<file path="src/rtl/lld_pkg.sv">
`timescale 1ns / 1ps
// shared types and codes of the least-loaded worker dispatcher
// no dependencies; imported by every module of the block
package lld_pkg;

    localparam int ID_W   = 16;
    localparam int LOAD_W = 7;
    localparam int COOK_W = 6;
    localparam int OP_W   = 2;
    localparam int TAG_W  = 4;
    localparam int STAT_W = 2;

    // operation codes
    localparam logic [OP_W-1:0] OP_DISPATCH = 2'd0;
    localparam logic [OP_W-1:0] OP_COMPLETE = 2'd1;
    localparam logic [OP_W-1:0] OP_EXIT     = 2'd2;

    // status codes
    localparam logic [STAT_W-1:0] ST_DONE    = 2'd0;
    localparam logic [STAT_W-1:0] ST_FULL    = 2'd1;
    localparam logic [STAT_W-1:0] ST_UNKNOWN = 2'd2;

    localparam logic [COOK_W-1:0] COOK_RESET = 6'd4;

    typedef enum logic [1:0] {
        S_IDLE,
        S_SCAN,
        S_RESOLVE
    } t_state;

    typedef enum logic [2:0] {
        UPD_NONE,
        UPD_INC,
        UPD_DEC,
        UPD_OPEN,
        UPD_CLEAR
    } t_upd_kind;

    // slot update broadcast to the row of cells
    typedef struct packed {
        t_upd_kind        kind;
        logic [ID_W-1:0]  id;
    } t_upd;

    // item context seen by every cell during a scan
    typedef struct packed {
        logic [ID_W-1:0]   wid;
        logic [LOAD_W-1:0] cap;
    } t_scan;

    // running search result handed from cell to cell
    typedef struct packed {
        logic              best_valid;
        logic [LOAD_W-1:0] best_load;
        logic [ID_W-1:0]   best_id;
        logic              any_match;
        logic              ml_valid;
        logic              free_valid;
    } t_probe;

    localparam t_probe PROBE_INIT = '{
        best_valid: 1'b0,
        best_load:  '0,
        best_id:    '0,
        any_match:  1'b0,
        ml_valid:   1'b0,
        free_valid: 1'b0
    };

endpackage

</file>
<file path="src/rtl/lld_ifs.sv">
`timescale 1ns / 1ps
// valid/ready channel interfaces: request, result and configuration write
// widths follow the field widths in lld_pkg
interface lld_in_if;
    logic        valid;
    logic        ready;
    logic [1:0]  operation;
    logic [15:0] worker_id;
    logic [3:0]  job_kind;
    logic [3:0]  job_size;

    modport source (output valid, operation, worker_id, job_kind, job_size, input ready);
    modport sink   (input valid, operation, worker_id, job_kind, job_size, output ready);
endinterface

interface lld_out_if;
    logic        valid;
    logic        ready;
    logic [15:0] assigned_id;
    logic        new_worker;
    logic [1:0]  status;
    logic [3:0]  out_kind;
    logic [3:0]  out_size;

    modport source (output valid, assigned_id, new_worker, status, out_kind, out_size,
                    input ready);
    modport sink   (input valid, assigned_id, new_worker, status, out_kind, out_size,
                    output ready);
endinterface

interface lld_cfg_if;
    logic       valid;
    logic       ready;
    logic [5:0] data;

    modport source (output valid, data, input ready);
    modport sink   (input valid, data, output ready);
endinterface

</file>
<file path="src/rtl/lld_cell.sv">
`timescale 1ns / 1ps
// one worker slot of the row: holds valid, id and job count, and folds
// itself into the search word passed to its neighbor; uses lld_pkg
module lld_cell
    import lld_pkg::*;
#(
    parameter int IW  = 4,
    parameter int IDX = 0
) (
    input  logic          i_clk,
    input  logic          i_rst_n,
    input  t_scan         i_scan,
    input  t_probe        i_probe,
    input  logic [IW-1:0] i_best_idx,
    input  logic [IW-1:0] i_match_idx,
    input  logic [IW-1:0] i_ml_idx,
    input  logic [IW-1:0] i_free_idx,
    input  t_upd          i_upd,
    input  logic [IW-1:0] i_upd_idx,
    output t_probe        o_probe,
    output logic [IW-1:0] o_best_idx,
    output logic [IW-1:0] o_match_idx,
    output logic [IW-1:0] o_ml_idx,
    output logic [IW-1:0] o_free_idx
);

    localparam logic [IW-1:0] MY_IDX = IW'(IDX);

    logic              r_valid;
    logic [ID_W-1:0]   r_id;
    logic [LOAD_W-1:0] r_load;

    t_probe        n_probe;
    logic [IW-1:0] n_best_idx;
    logic [IW-1:0] n_match_idx;
    logic [IW-1:0] n_ml_idx;
    logic [IW-1:0] n_free_idx;
    t_probe        r_probe;
    logic [IW-1:0] r_best_idx;
    logic [IW-1:0] r_match_idx;
    logic [IW-1:0] r_ml_idx;
    logic [IW-1:0] r_free_idx;

    logic w_hit;
    logic w_elig;
    logic w_better;
    logic w_match;

    assign w_hit   = (i_upd_idx == MY_IDX);
    assign w_elig  = r_valid && (r_load < i_scan.cap);
    assign w_match = r_valid && (r_id == i_scan.wid);
    assign w_better = w_elig && (!i_probe.best_valid || (r_load < i_probe.best_load) ||
                      ((r_load == i_probe.best_load) && (r_id < i_probe.best_id)));

    // fold this slot into the search word
    always_comb begin
        n_probe     = i_probe;
        n_best_idx  = i_best_idx;
        n_match_idx = i_match_idx;
        n_ml_idx    = i_ml_idx;
        n_free_idx  = i_free_idx;
        if (w_better) begin
            n_probe.best_valid = 1'b1;
            n_probe.best_load  = r_load;
            n_probe.best_id    = r_id;
            n_best_idx         = MY_IDX;
        end
        if (w_match && !i_probe.any_match) begin
            n_probe.any_match = 1'b1;
            n_match_idx       = MY_IDX;
        end
        if (w_match && (r_load != '0) && !i_probe.ml_valid) begin
            n_probe.ml_valid = 1'b1;
            n_ml_idx         = MY_IDX;
        end
        if (!r_valid && !i_probe.free_valid) begin
            n_probe.free_valid = 1'b1;
            n_free_idx         = MY_IDX;
        end
    end

    // search word to the neighbor
    always_ff @(posedge i_clk) begin
        r_probe     <= n_probe;
        r_best_idx  <= n_best_idx;
        r_match_idx <= n_match_idx;
        r_ml_idx    <= n_ml_idx;
        r_free_idx  <= n_free_idx;
    end

    // slot valid bit
    always_ff @(posedge i_clk) begin
        if (!i_rst_n) begin
            r_valid <= 1'b0;
        end else if (w_hit && (i_upd.kind == UPD_OPEN)) begin
            r_valid <= 1'b1;
        end else if (w_hit && (i_upd.kind == UPD_CLEAR)) begin
            r_valid <= 1'b0;
        end
    end

    // slot id and job count
    always_ff @(posedge i_clk) begin
        if (w_hit) begin
            unique case (i_upd.kind)
                UPD_INC: r_load <= r_load + LOAD_W'(1);
                UPD_DEC: r_load <= r_load - LOAD_W'(1);
                UPD_OPEN: begin
                    r_id   <= i_upd.id;
                    r_load <= LOAD_W'(1);
                end
                default: ;
            endcase
        end
    end

    assign o_probe     = r_probe;
    assign o_best_idx  = r_best_idx;
    assign o_match_idx = r_match_idx;
    assign o_ml_idx    = r_ml_idx;
    assign o_free_idx  = r_free_idx;

endmodule

</file>
<file path="src/rtl/lld_ctrl.sv">
`timescale 1ns / 1ps
// sequencer: takes a request, waits for the search word to cross the row,
// decides the slot update and fills the result register; uses lld_pkg, lld_ifs
module lld_ctrl
    import lld_pkg::*;
#(
    parameter int MAX_WORKERS = 16,
    parameter int IW          = 4
) (
    input  logic          i_clk,
    input  logic          i_rst_n,
    lld_in_if.sink        i_in,
    lld_out_if.source     o_out,
    lld_cfg_if.sink       i_cfg,
    output t_scan         o_scan,
    input  t_probe        i_probe,
    input  logic [IW-1:0] i_best_idx,
    input  logic [IW-1:0] i_match_idx,
    input  logic [IW-1:0] i_ml_idx,
    input  logic [IW-1:0] i_free_idx,
    output t_upd          o_upd,
    output logic [IW-1:0] o_upd_idx
);

    localparam logic [IW-1:0] LAST = IW'(MAX_WORKERS - 1);

    t_state            r_state;
    t_state            n_state;
    logic [IW-1:0]     r_cnt;
    logic [OP_W-1:0]   r_op;
    logic [ID_W-1:0]   r_wid;
    logic [TAG_W-1:0]  r_kind;
    logic [TAG_W-1:0]  r_size;
    logic [COOK_W-1:0] r_cook;
    logic [ID_W-1:0]   r_last_id;

    logic              r_out_valid;
    logic [ID_W-1:0]   r_out_id;
    logic              r_out_new;
    logic [STAT_W-1:0] r_out_status;
    logic [TAG_W-1:0]  r_out_kind;
    logic [TAG_W-1:0]  r_out_size;

    logic              w_accept;
    logic              w_out_free;
    logic              w_fire;
    t_upd_kind         d_kind;
    logic [IW-1:0]     d_idx;
    logic [ID_W-1:0]   d_id;
    logic              d_new;
    logic [STAT_W-1:0] d_status;
    logic [TAG_W-1:0]  d_okind;
    logic [TAG_W-1:0]  d_osize;
    logic [ID_W-1:0]   w_next_id;

    assign w_out_free = !r_out_valid || o_out.ready;
    assign w_accept   = i_in.valid && i_in.ready;
    assign w_fire     = (r_state == S_RESOLVE) && w_out_free;
    assign w_next_id  = r_last_id + ID_W'(1);
    assign i_cfg.ready = 1'b1;

    // next state
    always_comb begin
        n_state = r_state;
        unique case (r_state)
            S_IDLE:    if (i_in.valid) n_state = S_SCAN;
            S_SCAN:    if (r_cnt == LAST) n_state = S_RESOLVE;
            S_RESOLVE: if (w_out_free) n_state = S_IDLE;
            default:   n_state = S_IDLE;
        endcase
    end

    // state outputs
    always_comb begin
        i_in.ready    = (r_state == S_IDLE);
        o_upd.kind    = w_fire ? d_kind : UPD_NONE;
        o_upd.id      = w_next_id;
        o_upd_idx     = d_idx;
    end

    assign o_scan.wid = r_wid;
    assign o_scan.cap = {r_cook, 1'b0};

    // decision from the search word that left the row
    always_comb begin
        d_kind   = UPD_NONE;
        d_idx    = i_best_idx;
        d_id     = r_wid;
        d_new    = 1'b0;
        d_status = ST_DONE;
        d_okind  = '0;
        d_osize  = '0;
        unique case (r_op)
            OP_DISPATCH: begin
                d_okind = r_kind;
                d_osize = r_size;
                priority if (i_probe.best_valid) begin
                    d_kind = UPD_INC;
                    d_idx  = i_best_idx;
                    d_id   = i_probe.best_id;
                end else if (i_probe.free_valid) begin
                    d_kind = UPD_OPEN;
                    d_idx  = i_free_idx;
                    d_id   = w_next_id;
                    d_new  = 1'b1;
                end else begin
                    d_status = ST_FULL;
                end
            end
            OP_COMPLETE: begin
                priority if (!i_probe.any_match) begin
                    d_status = ST_UNKNOWN;
                end else if (i_probe.ml_valid) begin
                    d_kind = UPD_DEC;
                    d_idx  = i_ml_idx;
                end else begin
                    d_kind = UPD_NONE;
                end
            end
            OP_EXIT: begin
                if (!i_probe.any_match) begin
                    d_status = ST_UNKNOWN;
                end else begin
                    d_kind = UPD_CLEAR;
                    d_idx  = i_match_idx;
                end
            end
            default: ;
        endcase
    end

    // control registers
    always_ff @(posedge i_clk) begin
        if (!i_rst_n) begin
            r_state     <= S_IDLE;
            r_cnt       <= '0;
            r_cook      <= COOK_RESET;
            r_last_id   <= '0;
            r_out_valid <= 1'b0;
        end else begin
            r_state <= n_state;
            if (w_accept) begin
                r_cnt <= '0;
            end else if (r_state == S_SCAN) begin
                r_cnt <= r_cnt + IW'(1);
            end
            if (i_cfg.valid) begin
                r_cook <= i_cfg.data;
            end
            if (w_fire && (d_kind == UPD_OPEN)) begin
                r_last_id <= w_next_id;
            end
            if (w_fire) begin
                r_out_valid <= 1'b1;
            end else if (o_out.ready) begin
                r_out_valid <= 1'b0;
            end
        end
    end

    // request word and result word
    always_ff @(posedge i_clk) begin
        if (w_accept) begin
            r_op   <= i_in.operation;
            r_wid  <= i_in.worker_id;
            r_kind <= i_in.job_kind;
            r_size <= i_in.job_size;
        end
        if (w_fire) begin
            r_out_id     <= d_id;
            r_out_new    <= d_new;
            r_out_status <= d_status;
            r_out_kind   <= d_okind;
            r_out_size   <= d_osize;
        end
    end

    assign o_out.valid       = r_out_valid;
    assign o_out.assigned_id = r_out_id;
    assign o_out.new_worker  = r_out_new;
    assign o_out.status      = r_out_status;
    assign o_out.out_kind    = r_out_kind;
    assign o_out.out_size    = r_out_size;

endmodule

</file>
<file path="src/rtl/least_loaded_worker_dispatcher.sv">
`timescale 1ns / 1ps
// least-loaded worker dispatcher: sequencer plus a row of slot cells
// depends on lld_pkg, lld_ifs, lld_cell, lld_ctrl
//
//  channel  dir  word                                              handshake
//  i_in     in   operation, worker_id, job_kind, job_size          valid/ready
//  o_out    out  assigned_id, new_worker, status, out_kind, size   valid/ready
//  i_cfg    in   data = cook_count                                 valid/ready
//
// an item is accepted in the idle step; the search word then walks the row,
// registered in each cell in turn; the resolve step decides and applies the update;
// the result register lets the next word be accepted while a result waits;
// a stalled result holds the sequencer in its resolve step
// reset clears the slot valid bits, the id counter and sets cook_count to 4
module least_loaded_worker_dispatcher
    import lld_pkg::*;
#(
    parameter int MAX_WORKERS = 16
) (
    input  logic      i_clk,
    input  logic      i_rst_n,
    lld_in_if.sink    i_in,
    lld_out_if.source o_out,
    lld_cfg_if.sink   i_cfg
);

    localparam int IW = (MAX_WORKERS > 1) ? $clog2(MAX_WORKERS) : 1;

    t_scan         w_scan;
    t_upd          w_upd;
    logic [IW-1:0] w_upd_idx;
    t_probe        w_probe     [MAX_WORKERS+1];
    logic [IW-1:0] w_best_idx  [MAX_WORKERS+1];
    logic [IW-1:0] w_match_idx [MAX_WORKERS+1];
    logic [IW-1:0] w_ml_idx    [MAX_WORKERS+1];
    logic [IW-1:0] w_free_idx  [MAX_WORKERS+1];

    // empty search word enters the first cell
    assign w_probe[0]     = PROBE_INIT;
    assign w_best_idx[0]  = '0;
    assign w_match_idx[0] = '0;
    assign w_ml_idx[0]    = '0;
    assign w_free_idx[0]  = '0;

    lld_ctrl #(
        .MAX_WORKERS (MAX_WORKERS),
        .IW          (IW)
    ) u_ctrl (
        .i_clk       (i_clk),
        .i_rst_n     (i_rst_n),
        .i_in        (i_in),
        .o_out       (o_out),
        .i_cfg       (i_cfg),
        .o_scan      (w_scan),
        .i_probe     (w_probe[MAX_WORKERS]),
        .i_best_idx  (w_best_idx[MAX_WORKERS]),
        .i_match_idx (w_match_idx[MAX_WORKERS]),
        .i_ml_idx    (w_ml_idx[MAX_WORKERS]),
        .i_free_idx  (w_free_idx[MAX_WORKERS]),
        .o_upd       (w_upd),
        .o_upd_idx   (w_upd_idx)
    );

    // row of slot cells
    for (genvar g = 0; g < MAX_WORKERS; g++) begin : g_cell
        lld_cell #(
            .IW  (IW),
            .IDX (g)
        ) u_cell (
            .i_clk       (i_clk),
            .i_rst_n     (i_rst_n),
            .i_scan      (w_scan),
            .i_probe     (w_probe[g]),
            .i_best_idx  (w_best_idx[g]),
            .i_match_idx (w_match_idx[g]),
            .i_ml_idx    (w_ml_idx[g]),
            .i_free_idx  (w_free_idx[g]),
            .i_upd       (w_upd),
            .i_upd_idx   (w_upd_idx),
            .o_probe     (w_probe[g+1]),
            .o_best_idx  (w_best_idx[g+1]),
            .o_match_idx (w_match_idx[g+1]),
            .o_ml_idx    (w_ml_idx[g+1]),
            .o_free_idx  (w_free_idx[g+1])
        );
    end

endmodule

</file>
<file path="src/flat_wrapper.sv">
// flat-port wrapper written by rule: the top's interface ports become plain ports
module least_loaded_worker_dispatcher_flat import lld_pkg::*;
#(
    parameter int MAX_WORKERS = 16
)
  (i_clk, i_rst_n, i_in_valid, i_in_operation, i_in_worker_id, i_in_job_kind, i_in_job_size, i_in_ready, o_out_valid, o_out_assigned_id, o_out_new_worker, o_out_status, o_out_out_kind, o_out_out_size, o_out_ready, i_cfg_valid, i_cfg_data, i_cfg_ready);
  lld_in_if i_in_i ();
  lld_out_if o_out_i ();
  lld_cfg_if i_cfg_i ();
  input  logic i_clk;
  input  logic i_rst_n;
  input wire logic [$bits(i_in_i.valid)-1:0] i_in_valid;
  input wire logic [$bits(i_in_i.operation)-1:0] i_in_operation;
  input wire logic [$bits(i_in_i.worker_id)-1:0] i_in_worker_id;
  input wire logic [$bits(i_in_i.job_kind)-1:0] i_in_job_kind;
  input wire logic [$bits(i_in_i.job_size)-1:0] i_in_job_size;
  output wire logic [$bits(i_in_i.ready)-1:0] i_in_ready;
  output wire logic [$bits(o_out_i.valid)-1:0] o_out_valid;
  output wire logic [$bits(o_out_i.assigned_id)-1:0] o_out_assigned_id;
  output wire logic [$bits(o_out_i.new_worker)-1:0] o_out_new_worker;
  output wire logic [$bits(o_out_i.status)-1:0] o_out_status;
  output wire logic [$bits(o_out_i.out_kind)-1:0] o_out_out_kind;
  output wire logic [$bits(o_out_i.out_size)-1:0] o_out_out_size;
  input wire logic [$bits(o_out_i.ready)-1:0] o_out_ready;
  input wire logic [$bits(i_cfg_i.valid)-1:0] i_cfg_valid;
  input wire logic [$bits(i_cfg_i.data)-1:0] i_cfg_data;
  output wire logic [$bits(i_cfg_i.ready)-1:0] i_cfg_ready;
  assign i_in_i.valid = i_in_valid;
  assign i_in_i.operation = i_in_operation;
  assign i_in_i.worker_id = i_in_worker_id;
  assign i_in_i.job_kind = i_in_job_kind;
  assign i_in_i.job_size = i_in_job_size;
  assign i_in_ready = i_in_i.ready;
  assign o_out_valid = o_out_i.valid;
  assign o_out_assigned_id = o_out_i.assigned_id;
  assign o_out_new_worker = o_out_i.new_worker;
  assign o_out_status = o_out_i.status;
  assign o_out_out_kind = o_out_i.out_kind;
  assign o_out_out_size = o_out_i.out_size;
  assign o_out_i.ready = o_out_ready;
  assign i_cfg_i.valid = i_cfg_valid;
  assign i_cfg_i.data = i_cfg_data;
  assign i_cfg_ready = i_cfg_i.ready;
  least_loaded_worker_dispatcher #(.MAX_WORKERS(MAX_WORKERS)) u_core (.i_clk(i_clk), .i_rst_n(i_rst_n), .i_in(i_in_i), .o_out(o_out_i), .i_cfg(i_cfg_i));
endmodule
</file>
<file path="config.mk">
export PLATFORM = sky130hd
export DESIGN_NAME = least_loaded_worker_dispatcher_flat
export DESIGN_NICKNAME = d
export VERILOG_FILES = /design/src/rtl/lld_pkg.sv /design/src/rtl/lld_ifs.sv /design/src/rtl/lld_cell.sv /design/src/rtl/lld_ctrl.sv /design/src/rtl/least_loaded_worker_dispatcher.sv /design/src/flat_wrapper.sv
export SDC_FILE = /design/constraint.sdc
export NUM_CORES = 2
export LEC_CHECK = 0
export BUFFER_PORTS_ARGS = -buffer_cell sky130_fd_sc_hd__buf_2
export CAP_MARGIN = 20
export CORE_MARGIN = 4
export CORE_UTILIZATION = 45
export CTS_CLUSTER_SIZE = 8
export DETAILED_ROUTE_END_ITERATION = 8
export PLACE_DENSITY = 0.67
export SLEW_MARGIN = 20
export SYNTH_ARGS = -nofsm -noshare
export SYNTH_HDL_FRONTEND = slang
export SYNTH_SLANG_ARGS = --single-unit
</file>
<file path="constraint.sdc">
create_clock -name i_clk -period 7.64 [get_ports i_clk]
set_input_delay 1.146 -clock i_clk [delete_from_list [all_inputs] [get_ports i_clk]]
set_output_delay 1.146 -clock i_clk [all_outputs]
set_load 0.05 [all_outputs]
</file>
==> out/qor.yml <==
synth:
  synth_ff_type: "dfxtp_1"
  synth_largest_area_cell: "dfxtp_1"
  ys_seq_area_frac: 0.508
  synthXorXnorAreaFrac: 0.0592
  yosys.area_share.adder: 0.106
  synth_cells: 4549
  synth_top_area_frac: 0.261
  ys_ff_latch: 1087
  synth.cell_area_um2: 51200
  synthMuxAreaShare: 0.0793
  synth_nets: 5018
  synth_top_family_by_area: "simple AND/OR/NAND/NOR gates"
  yosys-top-cells-area: "dfxtp_1 26%, edfxtp_1 25%, ha_1 11%"
  synth_edf_count: 421
  synthArstFlopShare: 0
  avgSynthCellArea_um2: 11.3
  yosys_warnings: 0
  ys_types: 83
  synth-simple-area-share: 0.121
  synth_compound_area_frac: 0.0865
timing:
  rsz0062_at_grt: "no"
  min_period_ps: 5050
  max_slew_margin: 0.188
  max_freq_mhz: 198
  slew_viol_final: 0
  finalCritPeriodShare: 0.661
  fin_tns_setup_ps: 0
  finalSetupViolCount: 0
  worstMarginPinSlew_ps: 1220
  fin_skew_ps: 32.8
  hold_slack_ps: 400
  finalHoldViolations: 0
floorplanning:
  ioPinCount: 67
  die_h_um: 345
  dieWidth_um: 345
  start_util: 0.454
  num_rows: 123
  die_area_um2: 119000
  core-area_um2: 113000
worst_setup_path:
  required_ps: 8090
  critPathKind: "flip-flop to flip-flop"
  worst_path_max_delay_cell: "ha_1"
  worst_setup_path_end_kind: "flip-flop"
  crit_path_max_fanout: 41
  cp.arrival_ps: 5510
  crit_family: "simple AND/OR/NAND/NOR gates"
  max_stage_delay_ps: 760
  worstSetupStartpointType: "flip-flop"
  cp_common_cell: "ha_1"
  cp_cell_sequence: "inv_1 -> ha_1 -> nand3b_2 -> a2111o_1 -> nor3_4 -> buf_4 -> xnor2_1 -> ha_1 -> nor4_1 -> a21oi_1 -> xor2_1 -> nor2_1"
  crit_buf_inv: 2
global_routing:
  grt.total_usage: 0.208
  antenna_found_initial: 0
  grt_pass1_wl_mm: 195
  grt_pass1_vias: 34500
  overflow: 0
  grt_max_degree: 51
clock_network:
  cts_resized: 0
  cts_hold_buf: 0
  htreeDepth: 4
  cts.sinks: 1087
  clock_latency_ps: 750
  cts_buffer_depth: 3
  root_buffer: "clkbuf_16"
  cts_tree: "yes"
  post_cts_buffers: 0
  cts_buffers: 153
  clk_pin_slew_ps: 50
drt:
  viasPerCell: 5.40
  drt_first_pass_iters: 5
  drt_iter0_markers: 2088
  drcViolationCount: 0
  wirelength_mm: 127
  post_drt_wl_per_cell_um: 20.2
  ant_nets: 0
  via_count: 33900
power:
  cellPowerDensity_nw_per_um2: 216
  peakVddDrop_mv: 0.240
  p_leak_nw: 22.5
placement:
  gp_congestion: 0.890
  placed_area_um2: 53400
  io_buffers: 65
  place.detailed.hpwl_mm: 93.6
status:
  outcome: "finished clean"
finish:
  stdcell_area_um2: 57800
  drive_above_1_share: 0.168
  num-nets-final: 5147
  syn_to_final_growth_pct: 13.0
run:
  maxCapViolations: 0
hold_path:
  hp-class: "flip-flop to flip-flop"
-- placed cells by master, fill, tap and decap left out, drive strengths merged, types with 80 or more instances in the layout --
cell type / Yosys / routed
edfxtp: 421 / 421
nor2: 238 / 238
mux2: 338 / 338
buf: 63 / 148
dfxtp: 666 / 666
ha: 432 / 432
or2: 114 / 114
inv: 362 / 371
nand4: 98 / 98
a21oi: 137 / 137
and2: 90 / 90
nor2b: 80 / 80
nand3: 84 / 84
nand2b: 82 / 82
clkbuf: 111 / 243
xnor2: 282 / 282
o21ai: 124 / 124
nand2: 135 / 135
-- layout make-up --
cell class,count,area (µm²)
Antenna cell,1,2.50
Clock buffer,243,4210
Clock inverter,13,189
Fill cell,9905,54800
Inverter,362,1360
Multi-Input combinational cell,2926,23300
Sequential cell,1087,26000
Tap cell,1500,1880
Timing Repair Buffer,148,948
-- per-layer routing --
layer / up-vias / wire, µm / global-route usage
met5: - / 0 / 0
li1: 16500 / - / -
met4: 0 / 6790 / 0.109
met3: 334 / 6510 / 0.0372
met2: 956 / 62000 / 0.364
met1: 16200 / 51400 / 0.244
-- worst paths after layout --
| path | start | endpoint | slack, ps | depth (start not counted) |
|---|---|---|---|---|
| max | u_core.u_ctrl.r_op[0] | u_core.g_cell[5].u_cell.r_load[2] | 2590 | 12 |
| min | u_core.g_cell[6].u_cell.o_best_idx[0] | u_core.g_cell[7].u_cell.o_best_idx[0] | 400 | 1 |
| max reg2reg | u_core.u_ctrl.r_op[0] | u_core.g_cell[5].u_cell.r_load[2] | 2590 | 12 |
| min reg2reg | u_core.g_cell[6].u_cell.o_best_idx[0] | u_core.g_cell[7].u_cell.o_best_idx[0] | 400 | 1 |
-- synthesized netlist by cell type, types with 31 or more instances --
master and count:
xor2_1 64, nand2_1 135, nor3_1 52, nor2_1 237
dfxtp_1 666, nor2b_1 80, a211oi_1 31, or2_2 114
mux2_2 336, a21oi_1 137, ha_1 432, a21o_1 40
buf_2 49, clkbuf_1 111, nand3_1 83, nand2b_1 82
edfxtp_1 421, and2_1 89, and3_1 31, inv_1 361
o21ai_0 112, nor4_1 46, xnor2_1 282, o21a_1 49
nand4_1 98
-- sequential cells by signal (all words and copies together) (netlist names), 49 cells and up --
register                          cells
u_core.g_cell.u_cell.o_ml_idx        49
u_core.g_cell.u_cell.o_match_idx     49
u_core.g_cell.u_cell.r_load         112
u_core.g_cell.u_cell.o_probe        425
u_core.g_cell.u_cell.o_best_idx      49
u_core.g_cell.u_cell.o_free_idx      49
u_core.g_cell.u_cell.r_id           256
-- per-stage QoR --
stage / power [mW] / std cells / util / setup WS (ps)
after floorplan: 6.29 / 4549 / - / 3670
after global placement: 6.39 / 6023 / 0.474 / 2770
after detailed placement: 6.40 / 6023 / 0.474 / 2670
after CTS: 12.6 / 6279 / 0.513 / 2640
after global routing: 12.9 / 6279 / 0.513 / 2170
final: 12.5 / 6280 / 0.513 / 2590
-- where the power goes --
part | internal, mW | switching [mW]
registers | 6.01 | 0.00436
logic | 0.0962 | 0.182
clock network | 3.75 | 2.46
total | 9.85 | 2.65
-- cells by family (layout without fill, tap and decap cells) --
kind of cell / after synthesis / count (layout)
AOI/OAI and AO/OA: 645 / 645
DFF: 1087 / 1087
adders and majority gates: 432 / 432
other: 1 / 2
muxes: 363 / 363
and+or+nand+nor: 1139 / 1139
buffers and inverters: 536 / 766
xor gates and xnor gates: 346 / 346
(Power assumes the default switching activity.)
